### config.mk
export PLATFORM = sky130hd
export DESIGN_NAME = masked_byte_pattern_scanner_unit
export DESIGN_NICKNAME = d
export VERILOG_FILES = /design/src/hdl/mbps_pkg.sv /design/src/hdl/mbps_cfg.sv /design/src/hdl/mbps_window.sv /design/src/hdl/mbps_match.sv /design/src/hdl/masked_byte_pattern_scanner_unit.sv
export VERILOG_INCLUDE_DIRS = /design/src /design/src/hdl
export SDC_FILE = /design/constraint.sdc
export NUM_CORES = 2
export LEC_CHECK = 0
export ABC_AREA = 1
export BUFFER_PORTS_ARGS = -buffer_cell sky130_fd_sc_hd__clkbuf_2
export CAP_MARGIN = 30
export CORE_MARGIN = 2
export CORE_UTILIZATION = 30
export CTS_BUF_LIST = sky130_fd_sc_hd__clkbuf_8 sky130_fd_sc_hd__clkbuf_16
export DETAILED_ROUTE_END_ITERATION = 10
export GPL_TIMING_DRIVEN = 0
export HOLD_SLACK_MARGIN = 0.05
export SLEW_MARGIN = 25
export SYNTH_ARGS = -nofsm -noshare
export SYNTH_HDL_FRONTEND = slang
export SYNTH_SLANG_ARGS = --single-unit
### constraint.sdc
create_clock -name aclk -period 23.6 [get_ports aclk]
set_input_delay 1.18 -clock aclk [delete_from_list [all_inputs] [get_ports aclk]]
set_output_delay 1.18 -clock aclk [all_outputs]
set_load 0.02 [all_outputs]
### src/hdl/masked_byte_pattern_scanner_unit_macros.svh
// Assertion macros shared by the masked byte pattern scanner modules.
// Each macro expects aclk and aresetn to be visible where it is used.
`ifndef MASKED_BYTE_PATTERN_SCANNER_UNIT_MACROS_SVH
`define MASKED_BYTE_PATTERN_SCANNER_UNIT_MACROS_SVH

// Same-cycle implication, disabled while reset is asserted.
`define MBPS_ASSERT_NOW(lbl, ante, cons, msg) \
    lbl: assert property (@(posedge aclk) disable iff (!aresetn) (ante) |-> (cons)) \
        else $error(msg);

// Next-cycle implication, disabled while reset is asserted.
`define MBPS_ASSERT_NEXT(lbl, ante, cons, msg) \
    lbl: assert property (@(posedge aclk) disable iff (!aresetn) (ante) |=> (cons)) \
        else $error(msg);

`endif

### src/hdl/mbps_pkg.sv
// Shared types and constants for the masked byte pattern scanner.
// No dependencies.
`timescale 1ns / 1ps
`default_nettype none

package mbps_pkg;

    // Fixed field widths
    localparam int BYTE_W    = 8;
    localparam int ADDR_W    = 64;
    localparam int PAT_W     = 128;
    localparam int CARE_W    = 16;
    localparam int LEN_W     = 5;
    localparam int CFG_IDX_W = 3;
    localparam int CFG_DW    = 64;

    // Default pattern capacity in bytes
    localparam int MAX_PATTERN_DEF = 16;

    // Configuration register indexes
    localparam logic [CFG_IDX_W-1:0] CFG_PATTERN_LOW  = 3'd0;
    localparam logic [CFG_IDX_W-1:0] CFG_PATTERN_HIGH = 3'd1;
    localparam logic [CFG_IDX_W-1:0] CFG_CARE_MASK    = 3'd2;
    localparam logic [CFG_IDX_W-1:0] CFG_PATTERN_LEN  = 3'd3;
    localparam logic [CFG_IDX_W-1:0] CFG_BASE_ADDR    = 3'd4;

    // Register reset values
    localparam logic [CARE_W-1:0] CARE_RESET = 16'hFFFF;
    localparam logic [LEN_W-1:0]  LEN_RESET  = 5'd1;

    // Live configuration, length already clamped to the legal range
    typedef struct packed {
        logic [PAT_W-1:0]  pattern;
        logic [CARE_W-1:0] care;
        logic [LEN_W-1:0]  len;
        logic [ADDR_W-1:0] base;
    } cfg_t;

    // Control of the compare stage
    typedef struct packed {
        logic valid;
        logic last;
        logic full;
    } stage_t;

endpackage

`default_nettype wire

### src/hdl/mbps_cfg.sv
// Configuration registers of the masked byte pattern scanner.
// Depends on mbps_pkg.
`timescale 1ns / 1ps
`default_nettype none

module mbps_cfg #(
    parameter int MAX_PATTERN = mbps_pkg::MAX_PATTERN_DEF
) (
    input  wire logic                           aclk,
    input  wire logic                           aresetn,
    input  wire logic                           cfg_wr_en,
    input  wire logic [mbps_pkg::CFG_IDX_W-1:0] cfg_addr,
    input  wire logic [mbps_pkg::CFG_DW-1:0]    cfg_wdata,
    output mbps_pkg::cfg_t                      cfg
);

    logic [63:0]                     pat_low_reg;
    logic [63:0]                     pat_high_reg;
    logic [mbps_pkg::CARE_W-1:0]     care_reg;
    logic [mbps_pkg::LEN_W-1:0]      len_reg;
    logic [mbps_pkg::ADDR_W-1:0]     base_reg;
    logic [mbps_pkg::LEN_W-1:0]      len_eff;

    // Write decode
    always_ff @(posedge aclk) begin
        if (!aresetn) begin
            pat_low_reg  <= '0;
            pat_high_reg <= '0;
            care_reg     <= mbps_pkg::CARE_RESET;
            len_reg      <= mbps_pkg::LEN_RESET;
            base_reg     <= '0;
        end else if (cfg_wr_en) begin
            unique case (cfg_addr)
                mbps_pkg::CFG_PATTERN_LOW:  pat_low_reg  <= cfg_wdata;
                mbps_pkg::CFG_PATTERN_HIGH: pat_high_reg <= cfg_wdata;
                mbps_pkg::CFG_CARE_MASK:    care_reg     <= cfg_wdata[mbps_pkg::CARE_W-1:0];
                mbps_pkg::CFG_PATTERN_LEN:  len_reg      <= cfg_wdata[mbps_pkg::LEN_W-1:0];
                mbps_pkg::CFG_BASE_ADDR:    base_reg     <= cfg_wdata;
                default: ;
            endcase
        end
    end

    // Clamp length: zero counts as one, cap at capacity
    always_comb begin
        if (len_reg == '0) begin
            len_eff = mbps_pkg::LEN_W'(1);
        end else if (len_reg > mbps_pkg::LEN_W'(MAX_PATTERN)) begin
            len_eff = mbps_pkg::LEN_W'(MAX_PATTERN);
        end else begin
            len_eff = len_reg;
        end
    end

    assign cfg.pattern = {pat_high_reg, pat_low_reg};
    assign cfg.care    = care_reg;
    assign cfg.len     = len_eff;
    assign cfg.base    = base_reg;

endmodule

`default_nettype wire

### src/hdl/mbps_window.sv
// Input stage: byte window, fill count and byte position of the scanner.
// Depends on mbps_pkg and the assertion macro header.
`timescale 1ns / 1ps
`default_nettype none
`include "masked_byte_pattern_scanner_unit_macros.svh"

module mbps_window #(
    parameter int MAX_PATTERN = mbps_pkg::MAX_PATTERN_DEF
) (
    input  wire logic                              aclk,
    input  wire logic                              aresetn,
    input  wire mbps_pkg::cfg_t                    cfg,
    input  wire logic                              in_valid,
    output logic                                   in_ready,
    input  wire logic [mbps_pkg::BYTE_W-1:0]       in_byte,
    input  wire logic                              in_first,
    input  wire logic                              in_last,
    input  wire logic                              stage_take,
    output mbps_pkg::stage_t                       stage,
    output logic [MAX_PATTERN*mbps_pkg::BYTE_W-1:0] win,
    output logic [mbps_pkg::ADDR_W-1:0]            start_ofs
);

    localparam int WIN_W = MAX_PATTERN * mbps_pkg::BYTE_W;

    logic [WIN_W-1:0]               win_reg;
    logic [WIN_W-1:0]               win_next;
    logic [mbps_pkg::LEN_W-1:0]     fill_reg;
    logic [mbps_pkg::LEN_W-1:0]     fill_cur;
    logic [mbps_pkg::LEN_W-1:0]     fill_new;
    logic [mbps_pkg::ADDR_W-1:0]    pos_reg;
    logic [mbps_pkg::ADDR_W-1:0]    pos_cur;
    logic [mbps_pkg::ADDR_W-1:0]    start_reg;
    logic [mbps_pkg::ADDR_W-1:0]    start_next;
    logic                           valid_reg;
    logic                           last_reg;
    logic                           full_reg;
    logic                           full_next;
    logic                           accept;

    assign in_ready = !valid_reg || stage_take;
    assign accept   = in_valid && in_ready;

    // Shift the new byte in at the newest end
    always_comb begin
        win_next[mbps_pkg::BYTE_W-1:0] = in_byte;
        for (int k = 1; k < MAX_PATTERN; k++) begin
            win_next[k*mbps_pkg::BYTE_W +: mbps_pkg::BYTE_W] =
                win_reg[(k-1)*mbps_pkg::BYTE_W +: mbps_pkg::BYTE_W];
        end
    end

    // Count, position and start offset of a match ending at this byte
    always_comb begin
        fill_cur   = in_first ? '0 : fill_reg;
        pos_cur    = in_first ? '0 : pos_reg;
        fill_new   = (fill_cur < mbps_pkg::LEN_W'(MAX_PATTERN))
                     ? fill_cur + mbps_pkg::LEN_W'(1) : fill_cur;
        full_next  = fill_new >= cfg.len;
        start_next = pos_cur - mbps_pkg::ADDR_W'(cfg.len - mbps_pkg::LEN_W'(1));
    end

    // Scan state: clear count and position after the last byte
    always_ff @(posedge aclk) begin
        if (!aresetn) begin
            fill_reg <= '0;
            pos_reg  <= '0;
        end else if (accept) begin
            fill_reg <= in_last ? '0 : fill_new;
            pos_reg  <= in_last ? '0 : pos_cur + mbps_pkg::ADDR_W'(1);
        end
    end

    // Stage valid
    always_ff @(posedge aclk) begin
        if (!aresetn) begin
            valid_reg <= 1'b0;
        end else if (accept) begin
            valid_reg <= 1'b1;
        end else if (stage_take) begin
            valid_reg <= 1'b0;
        end
    end

    // Stage payload
    always_ff @(posedge aclk) begin
        if (accept) begin
            win_reg   <= win_next;
            start_reg <= start_next;
            last_reg  <= in_last;
            full_reg  <= full_next;
        end
    end

    assign stage.valid = valid_reg;
    assign stage.last  = last_reg;
    assign stage.full  = full_reg;
    assign win         = win_reg;
    assign start_ofs   = start_reg;

    `MBPS_ASSERT_NEXT(a_end_clears, accept && in_last, fill_reg == '0 && pos_reg == '0, "scan state not cleared after last byte")
    `MBPS_ASSERT_NOW(a_fill_cap, 1'b1, fill_reg <= mbps_pkg::LEN_W'(MAX_PATTERN), "fill count above capacity")

endmodule

`default_nettype wire

### src/hdl/mbps_match.sv
// Masked window compare, match address and result register of the scanner.
// Depends on mbps_pkg and the assertion macro header.
`timescale 1ns / 1ps
`default_nettype none
`include "masked_byte_pattern_scanner_unit_macros.svh"

module mbps_match #(
    parameter int MAX_PATTERN = mbps_pkg::MAX_PATTERN_DEF
) (
    input  wire logic                               aclk,
    input  wire logic                               aresetn,
    input  wire mbps_pkg::cfg_t                     cfg,
    input  wire mbps_pkg::stage_t                   stage,
    input  wire logic [MAX_PATTERN*mbps_pkg::BYTE_W-1:0] win,
    input  wire logic [mbps_pkg::ADDR_W-1:0]        start_ofs,
    output logic                                    stage_take,
    output logic                                    out_valid,
    input  wire logic                               out_ready,
    output logic                                    out_found,
    output logic [mbps_pkg::ADDR_W-1:0]             out_addr,
    output logic                                    out_end
);

    logic [mbps_pkg::LEN_W-1:0]  diff [MAX_PATTERN];
    logic [mbps_pkg::BYTE_W-1:0] sel_byte [MAX_PATTERN];
    logic [MAX_PATTERN-1:0]      hit;
    logic                        match;
    logic                        produce;
    logic                        load;
    logic                        valid_reg;
    logic                        found_reg;
    logic [mbps_pkg::ADDR_W-1:0] addr_reg;
    logic                        end_reg;

    // Pattern byte i lines up with the byte taken len-1-i steps ago
    always_comb begin
        for (int i = 0; i < MAX_PATTERN; i++) begin
            diff[i]     = cfg.len - mbps_pkg::LEN_W'(1) - mbps_pkg::LEN_W'(i);
            sel_byte[i] = '0;
            for (int j = 0; j < MAX_PATTERN; j++) begin
                if (diff[i] == mbps_pkg::LEN_W'(j)) begin
                    sel_byte[i] = win[j*mbps_pkg::BYTE_W +: mbps_pkg::BYTE_W];
                end
            end
            hit[i] = (mbps_pkg::LEN_W'(i) >= cfg.len) || !cfg.care[i] ||
                     (sel_byte[i] == cfg.pattern[i*mbps_pkg::BYTE_W +: mbps_pkg::BYTE_W]);
        end
    end

    assign match      = stage.full && (&hit);
    assign produce    = match || stage.last;
    assign load       = !valid_reg || out_ready;
    assign stage_take = stage.valid && (load || !produce);

    // Result valid
    always_ff @(posedge aclk) begin
        if (!aresetn) begin
            valid_reg <= 1'b0;
        end else if (load) begin
            valid_reg <= stage.valid && produce;
        end
    end

    // Result payload
    always_ff @(posedge aclk) begin
        if (load) begin
            found_reg <= match;
            addr_reg  <= match ? cfg.base + start_ofs : '0;
            end_reg   <= stage.last;
        end
    end

    assign out_valid = valid_reg;
    assign out_found = found_reg;
    assign out_addr  = addr_reg;
    assign out_end   = end_reg;

    `MBPS_ASSERT_NOW(a_result_reason, valid_reg, found_reg || end_reg, "result without match or end")
    `MBPS_ASSERT_NOW(a_addr_zero, valid_reg && !found_reg, addr_reg == '0, "address set without match")
    `MBPS_ASSERT_NOW(a_no_early_match, stage.valid && !stage.full, !match, "match before window filled")

endmodule

`default_nettype wire

### src/hdl/masked_byte_pattern_scanner_unit.sv
// Channel  | Dir | Carries
// s_       | in  | tdata: data_byte; tuser: first_byte; tlast: last_byte
// m_       | out | tdata: match_address; tuser: match_found; tlast: scan_end
// cfg_     | in  | register index and data, one write per cycle
//
// One byte is accepted every cycle while the input is not stalled; a result leaves after
// its byte passes the window stage register and then the compare and result register.
// Bytes that end no match and are not last produce no transfer.
// A stalled result holds the compare stage; the input stalls only when both are full.
// Reset (aresetn low, synchronous) clears the scan state, valids and configuration registers.
// Top level of the masked byte pattern scanner. Depends on mbps_pkg,
// mbps_cfg, mbps_window and mbps_match.
`timescale 1ns / 1ps
`default_nettype none

module masked_byte_pattern_scanner_unit #(
    parameter int MAX_PATTERN = mbps_pkg::MAX_PATTERN_DEF
) (
    input  wire logic                           aclk,
    input  wire logic                           aresetn,
    // configuration writes
    input  wire logic                           cfg_wr_en,
    input  wire logic [mbps_pkg::CFG_IDX_W-1:0] cfg_addr,
    input  wire logic [mbps_pkg::CFG_DW-1:0]    cfg_wdata,
    // byte stream
    input  wire logic                           s_tvalid,
    output logic                                s_tready,
    input  wire logic [7:0]                     s_tdata,   // [7:0] data_byte
    input  wire logic                           s_tuser,   // [0] first_byte
    input  wire logic                           s_tlast,
    // match results
    output logic                                m_tvalid,
    input  wire logic                           m_tready,
    output logic [63:0]                         m_tdata,   // [63:0] match_address
    output logic                                m_tuser,   // [0] match_found
    output logic                                m_tlast
);

    mbps_pkg::cfg_t                          cfg;
    mbps_pkg::stage_t                        stage;
    logic [MAX_PATTERN*mbps_pkg::BYTE_W-1:0] win;
    logic [mbps_pkg::ADDR_W-1:0]             start_ofs;
    logic                                    stage_take;

    mbps_cfg #(
        .MAX_PATTERN (MAX_PATTERN)
    ) u_cfg (
        .aclk      (aclk),
        .aresetn   (aresetn),
        .cfg_wr_en (cfg_wr_en),
        .cfg_addr  (cfg_addr),
        .cfg_wdata (cfg_wdata),
        .cfg       (cfg)
    );

    mbps_window #(
        .MAX_PATTERN (MAX_PATTERN)
    ) u_window (
        .aclk       (aclk),
        .aresetn    (aresetn),
        .cfg        (cfg),
        .in_valid   (s_tvalid),
        .in_ready   (s_tready),
        .in_byte    (s_tdata),
        .in_first   (s_tuser),
        .in_last    (s_tlast),
        .stage_take (stage_take),
        .stage      (stage),
        .win        (win),
        .start_ofs  (start_ofs)
    );

    mbps_match #(
        .MAX_PATTERN (MAX_PATTERN)
    ) u_match (
        .aclk       (aclk),
        .aresetn    (aresetn),
        .cfg        (cfg),
        .stage      (stage),
        .win        (win),
        .start_ofs  (start_ofs),
        .stage_take (stage_take),
        .out_valid  (m_tvalid),
        .out_ready  (m_tready),
        .out_found  (m_tuser),
        .out_addr   (m_tdata),
        .out_end    (m_tlast)
    );

endmodule

`default_nettype wire

[Word-level counts from Yosys, hierarchy flattened]
Cells that the tools add are included.
Storage, ports and cells
  output and inout bits: 68
  memory bits (read-only): 0
  latch bits: 0
  register bits: 544
  RAM bits: 0
  logic and storage cells: 665
  memories kept: 0
Operators by class
  multiply operators: 0
  reduce and logical (&&, ||, !) cells: 84
  mux-type cells: 265
  equal/unequal tests: 260
  shift-type cells: 0
  $lt $le $gt $ge: 19
  add/subtract/negate cells: 21
  divide/modulo/power cells: 0
  bitwise gates (word level): 0
Operators by type and width (number)
  8-bit 2-to-1 mux: 256
  5-bit by 4-bit == test with 1-bit output (second input constant): 128
  5-bit by 3-bit == test with 1-bit output (second input constant): 64
  5-bit by 2-bit == test with 1-bit output (second input constant): 32
  8-bit == test: 16
  64-bit 2-to-1 mux: 2
  5-bit logical NOT: 17
  5-bit by 1-bit == test with 1-bit output (second input constant): 16
  64-bit by 1-bit adder with 64-bit output (second input constant): 1
  64-bit adder: 1
  64-bit subtractor: 1
  4-bit by 5-bit greater-or-equal comparator with 1-bit output (first input constant): 8
  5-bit by 4-bit subtractor with 5-bit output (second input constant): 8
  1-bit logical OR: 36
  5-bit 2-to-1 mux: 5
  3-bit by 5-bit greater-or-equal comparator with 1-bit output (first input constant): 4
  5-bit by 3-bit subtractor with 5-bit output (second input constant): 4
  1-bit logical NOT: 19
  16-bit AND reduction: 1
  1-bit by 5-bit greater-or-equal comparator with 1-bit output (first input constant): 2
  2-bit by 5-bit greater-or-equal comparator with 1-bit output (first input constant): 2
  2-bit AND reduction: 5
  5-bit by 1-bit subtractor with 5-bit output (second input constant): 2
  5-bit by 2-bit subtractor with 5-bit output (second input constant): 2
  other kinds (12): 17

[Depth between registers and ports, before layout]
  depth after elaboration: 33
  depth in mapped cells: 54
  gate-level depth less buffers: 50

[By module]
From an unflattened synthesis, not the netlist that was laid out.
Unflattened totals
  cell total of the unflattened synthesis: 10660
  area, all modules: 58682.5 sq um
By module, submodules not included
  mbps_match: sequential area each 2001.9 sq um, cells each 7286, instances 1, area an instance 33647.3 sq um
  mbps_window: sequential area each 7226.9 sq um, cells each 2146, instances 1, area an instance 16413.2 sq um
  mbps_cfg: sequential area each 4264.1 sq um, cells each 1228, instances 1, area an instance 8622.0 sq um

[Worst setup path after synthesis]
Ideal clock, no wire load.
  path type: register to register
  start: register u_cfg.len_reg[2] (netlist bit)
  end: register u_window.full_reg, enable pin
  library setup time: 0.546 ns
  required time: 23.054 ns
  path slack: 14.125 ns
  stages on the path, launching flop included: 45
  arrival: 8.929 ns
  cell sequence: dfxtp_1 nor2_1 nand2_1 nand2_1 nand2_1 ha_1 o21ai_2 inv_4 buf_6 buf_6 buf_2 buf_2 ha_1 clkbuf_1 nor2_1 nand2_1 clkbuf_1 o21ai_0 (+9 left out) nand2_1 nand2_1 nand2_1 nand2_1 nand2_1 nand2_1 nand3_1 o21ai_1 nand3_1 nor2_1 nand2_1 nor2_2 nand3_2 nand2_2 nand3_2 buf_2 nand2_1 inv_1
Between the ends
  word-level cells in the longest chain between the ends: 32
  elaborated cells between the ends (all ways): 604
Ends and longest elaborated chain
  from (decl): RTL line mbps_cfg.sv:20  | logic [mbps_pkg::LEN_W-1:0] len_reg;
  from (signal assigned): RTL line mbps_cfg.sv:30  | len_reg <= mbps_pkg::LEN_RESET;
  from (signal assigned): RTL line mbps_cfg.sv:37  | mbps_pkg::CFG_PATTERN_LEN: len_reg <= cfg_wdata[mbps_pkg::LEN_W-1:0];
  5-bit > comparator: RTL line mbps_cfg.sv:48  | end else if (len_reg > mbps_pkg::LEN_W'(MAX_PATTERN)) begin
  5-bit 2-to-1 mux: RTL line mbps_cfg.sv:48
  5-bit 2-to-1 mux (*): RTL line mbps_cfg.sv:46  | if (len_reg == '0) begin
  5-bit by 1-bit subtractor with 5-bit output: RTL line mbps_match.sv:38  | diff[i] = cfg.len - mbps_pkg::LEN_W'(1) - mbps_pkg::LEN_W'(i);
  5-bit by 1-bit subtractor with 5-bit output, or another cell as far along: RTL line mbps_match.sv:38
  5-bit logical NOT: RTL line mbps_match.sv:41  | if (diff[i] == mbps_pkg::LEN_W'(j)) begin
  8-bit 2-to-1 mux (16 in series): RTL line mbps_match.sv:41
  8-bit == test: RTL line mbps_match.sv:46  | (sel_byte[i] == cfg.pattern[i*mbps_pkg::BYTE_W +: mbps_pkg::BYTE_W]);
  (+2 left out)
  1-bit logical AND (*): RTL line mbps_match.sv:50  | assign match = stage.full && (&hit);
  1-bit logical OR (*): RTL line mbps_match.sv:51  | assign produce = match || stage.last;
  1-bit logical NOT (*): RTL line mbps_match.sv:53  | assign stage_take = stage.valid && (load || !produce);
  1-bit logical OR (*): RTL line mbps_match.sv:53
  1-bit logical AND (*): RTL line mbps_match.sv:53
  1-bit logical OR (*): RTL line mbps_window.sv:41  | assign in_ready = !valid_reg || stage_take;
  1-bit logical AND (*): RTL line mbps_window.sv:42  | assign accept = in_valid && in_ready;
  via u_window.accept: RTL line mbps_window.sv:39  | logic accept;
  to (signal assigned): RTL line mbps_window.sv:91  | full_reg <= full_next;
  to (decl): RTL line mbps_window.sv:37  | logic full_reg;
The timed path passes the listed nets; every way through them passes the cells marked *.
A chain may end at the register's enable or synchronous reset.

[Worst setup path in the final report]
  start: register u_cfg.len_reg[4] (netlist bit)
  end: output port s_tready
Between the ends
  word-level cells in the longest chain between the ends: 31
  elaborated cells between the ends (all ways): 603
Ends and longest elaborated chain
  5-bit > comparator: RTL line mbps_cfg.sv:48
  5-bit 2-to-1 mux: RTL line mbps_cfg.sv:48
  5-bit 2-to-1 mux (*): RTL line mbps_cfg.sv:46
  5-bit by 1-bit subtractor with 5-bit output: RTL line mbps_match.sv:38
  5-bit by 1-bit subtractor with 5-bit output, or another cell as far along: RTL line mbps_match.sv:38
  5-bit logical NOT: RTL line mbps_match.sv:41
  8-bit 2-to-1 mux (16 in series): RTL line mbps_match.sv:41
  8-bit == test: RTL line mbps_match.sv:46
  1-bit logical OR: RTL line mbps_match.sv:45  | hit[i] = (mbps_pkg::LEN_W'(i) >= cfg.len) || !cfg.care[i] ||
  16-bit AND reduction (*): RTL line mbps_match.sv:50
  1-bit logical AND (*): RTL line mbps_match.sv:50
  1-bit logical OR (*): RTL line mbps_match.sv:51
  1-bit logical NOT (*): RTL line mbps_match.sv:53
  1-bit logical OR (*): RTL line mbps_match.sv:53
  1-bit logical AND (*): RTL line mbps_match.sv:53
  1-bit logical OR (*): RTL line mbps_window.sv:41
  to (decl): RTL line masked_byte_pattern_scanner_unit.sv:27  | output logic s_tready,
Mark *: on every way between the ends. The rest lies on a longest branch, timed or not.

==> results.md <==
Power and ir drop:
- Overall power consumption after layout is estimated at ~3.8 mW.
- Across the VDD grid, the largest voltage drop is 0.05489 mV.
- For this design the static power due to leakage is around 28 nW.
- For this design the ratio of total power to cell area is about 62 mW/mm^2.

CTS:
- The clock latency reported for the late side of the worst-skew pair is approximately 750 ps.
- Post-CTS timing repair inserted 0 buffers for setup.
- In this run the deepest clock path goes through 3 buffers.
- The tree is rooted in a clkbuf_16.
- The clock tree from TritonCTS is yes.
- The number of sinks driven by the clock tree is between 500 and 600.
- The number of levels in the clock H-tree is 3.
- Gates resized during post-CTS repair numbered 0.
- The clock transition time at the flip-flop clock pins of the worst setup and hold paths is ~60 ps.
- After clock tree synthesis, the flow added hold-fix buffers numbering 0.
- The number of buffers inserted during clock tree synthesis is 69.

Logic synthesis:
- The gate count after technology mapping is 9654.
- The warning count from the yosys run is 0.
- Synthesis inferred approximately 540 register bits.
- The post-synthesis async set-or-reset flop share is 0%.
- The cell with the most instances after synthesis is nand2_1.
- The distinct cell type count of the synthesized netlist is 64.
- Summing every instance area after synthesis gives approximately 0.054 sq mm.
- After synthesis, the most frequently instantiated cells are nand2_1 (3162), inv_1 (1408), o21ai_0 (1033), a21oi_1 (834), nor2_1 (818).
- The number of nets in the synthesized netlist is between 9000 and 10000.
- The primary flip-flop cell chosen by synthesis mapping is dfxtp_1.
- After synthesis, the largest area contributor takes up a little over a fifth of total cell area.
- The mean area per synthesized cell is between 5 and 6 sq um.
- The number of enable flip-flop cells after synthesis is 260.
- The largest area contributor in the synthesized netlist is nand2_1.
- By area the synthesized netlist is led by nand2_1 (22%), edfxtp_1 (14%), dfxtp_1 (10%).
- Of the synthesized area, sequential elements account for about a quarter.

Placement:
- Input and output buffers added on the ports amount to roughly 150.
- Prior to clock tree synthesis, the placed netlist has a worst setup slack of 13160 ps.
- Routability-driven placement finished with a final weighted congestion of 1.064.
- The area after detailed placement is about 0.058 sq mm.
- The placed instance count is about 12000.
- The final HPWL from detailed placement is around 280 mm.

Critical path:
- The kind of critical path is reg2out.
- The origin of the worst setup path is u_cfg.len_reg[4].
- The startpoint identified for the worst register-to-register timing path is u_cfg.len_reg[4].
- The worst-case reg-to-reg path depth is 48.
- The capture point of the critical path is s_tready.
- Along the worst path, the maximum fanout reaches 13.
- The arrival time reported for the critical path endpoint is approximately 10000 ps.
- On the critical path, the stage with the largest delay is an instance of buf_2.
- The critical path capture point type is an output pin.
- The required time of the critical path is 22420 ps.
- The register-to-register setup slack is between 10000 and 15000 ps.
- The library cell appearing most often on the critical path is nand2_1.
- The capture point of the worst reg-to-reg path is u_window.win[124].
- The peak per-stage delay on the critical path is 600 ps.
- The worst setup path is launched from a register.

Run status:
- The flow ran to the end, and the final reports show no timing, DRC or antenna violations.

Layout:
- The finished layout cell area is 0.06091 sq mm.
- The layout overhead on the synthesized area is 12.21%.
- Of the cells placed in the final design, the portion with a size suffix greater than 1 is ~4.9%.
- The number of flip-flops in the largest register is between 100 and 150.
- The count of cells in the finished layout, fillers not included, comes to approximately 12000.
- The net total in the final layout is a little over 10000.

STA:
- The worst-margin pin slew is between 1000 and 1500 ps.
- Setup total negative slack on the finished layout was measured at 0 ps.
- The share of the clock period used by the worst path is 48.72%.
- Timing would allow up to 0.08697 GHz.
- The shortest clock period the worst path allows after layout is between 10000 and 15000 ps.
- Setup repair after global routing left no endpoint under its margin.
- Across the routed clock network, the largest skew measured is between 50 and 60 ps.
- Headroom to the max-slew limit came out at a little under a quarter.
- The final count of hold timing violations came to 0.
- The final-report setup violation count is 0.
- The final worst-path setup slack is ~12000 ps.
- The number of max-slew violations in the final report is 0.

Routing:
- The first detailed-routing pass ran for 6 iterations.
- In the final routed layout, each cell accounts on average for 27.91 um.
- In the routed design, unresolved DRC markers number 0.
- The routed layout has roughly 68000 vias.
- The number of routed nets with antenna violations is 0.
- The final layout contains routed wiring with a total length of between 300 and 400 mm.
- In this run, the number of DRC markers left after iteration 0 of detailed routing was 8680.
- After detailed routing, the number of vias per cell comes to ~5.5.

Floorplanning:
- The core region is 0.1804 sq mm.
- During I/O placement, the number of pins put on the boundary was 150.
- The full die area is 0.1844 sq mm.
- The starting utilization of the core area is 30.10%.
- The overall die height is 429.4 um.
- In this run the core area contains roughly 160 standard-cell rows.
- The die extent in x is between 400 and 500 um.

Global route:
- The via count of the first global-routing pass was 62830.
- Global routing consumed, on the met2 layer, roughly three fifths of the routing resources.
- Across every metal layer, demand over resource in global routing totals a little over a third.
- The initial antenna violation count is 27.
- The met1 capacity usage during global routing is 45.00%.
- The largest net degree at the start of global routing is 70.
- For met3 alone, demand over resource in global routing was around 5.6%.
- The most utilized layer in the global route result is met2.
- The wire length of the first global-routing pass is 470.0 mm.
- The global-route congestion overflow total is 0.

Run:
- The max-cap check violation count is 0.

Min path:
- The min-delay analysis places its worst path in the category reg2reg.
-- final cells by class --
cell class	instances	area (sq um)
Fill cell	20550	119400
Inverter	1442	5425
Tap cell	2370	2965
Multi-Input combinational cell	7208	33500
Antenna cell	6	15.01
Buffer	460	1947
Clock buffer	79	1898
Sequential cell	544	13490
Timing Repair Buffer	180	1176
Clock inverter	47	490.5
-- logic make-up (layout without fill, tap and decap cells) --
family                   after synthesis  after routing  synth area share [%]
AO/OA/AOI/OAI                       2037           2037                 19.48
XOR/XNOR                             111            111                 1.839
adder cells (fa/ha/maj)              148            148                 3.439
buffers and inverters               1902           2208                 13.51
flip-flops                           544            544                 24.86
other                                  0              6                     0
AND/OR/NAND/NOR                     4912           4912                 36.88
-- placed cells by master (no fill, tap or decap), types with 65 or more instances in the layout --
cell / instances
ha_1: 146
nand2_1: 3162
xor2_1: 84
nand3_1: 672
edfxtp_1: 260
nand4_1: 65
clkbuf_16: 72
buf_2: 76
o21ai_0: 1032
clkbuf_2: 169
a21oi_1: 834
clkbuf_1: 326
inv_1: 1416
nor2_1: 812
nand3b_1: 75
dfxtp_1: 284
-- per-stage QoR --
stage	utilization, %	hold WS, ps
CTS	33.75	439.2
finish	33.77	443.9
global route	33.76	443.2
detailed placement	32.42	431.1
floorplan	-	422.5
global placement	32.15	426.5
-- worst max-delay path, delay by kind of cell (launching register included) --
family / cells / cell delay (ps)
adders and majority gates: 2 / 980
DFF: 1 / 370
buffers and inverters: 12 / 3050
AOI/OAI and AO/OA: 5 / 1060
and+or+nand+nor: 28 / 4060
-- layer usage --
metal | vias to the layer above | wire (um)
met5 | - | 58
met4 | 10 | 21680
met3 | 739 | 31100
met2 | 3644 | 155300
met1 | 32470 | 136100
li1 | 31350 | -
-- worst min-delay path by stage --
stage,cells past startpoint,from,to
2_1_floorplan,2,u_cfg.care_reg[0],u_cfg.care_reg[0]
3_3_place_gp,0,u_window.win[85],u_window.win[93]
6_report,0,u_window.win[23],u_window.win[31]
4_1_cts,0,u_window.win[68],u_window.win[76]
5_1_grt,0,u_window.win[68],u_window.win[76]
3_5_place_dp,0,u_window.win[23],u_window.win[31]
-- power breakdown --
group          leakage (nW)  internal, mW  switching (mW)
Sequential             4.99          1.07          0.0602
Combinational          22.2         0.361            1.13
Clock                  1.18         0.632           0.523
(Power assumes the default switching activity.)
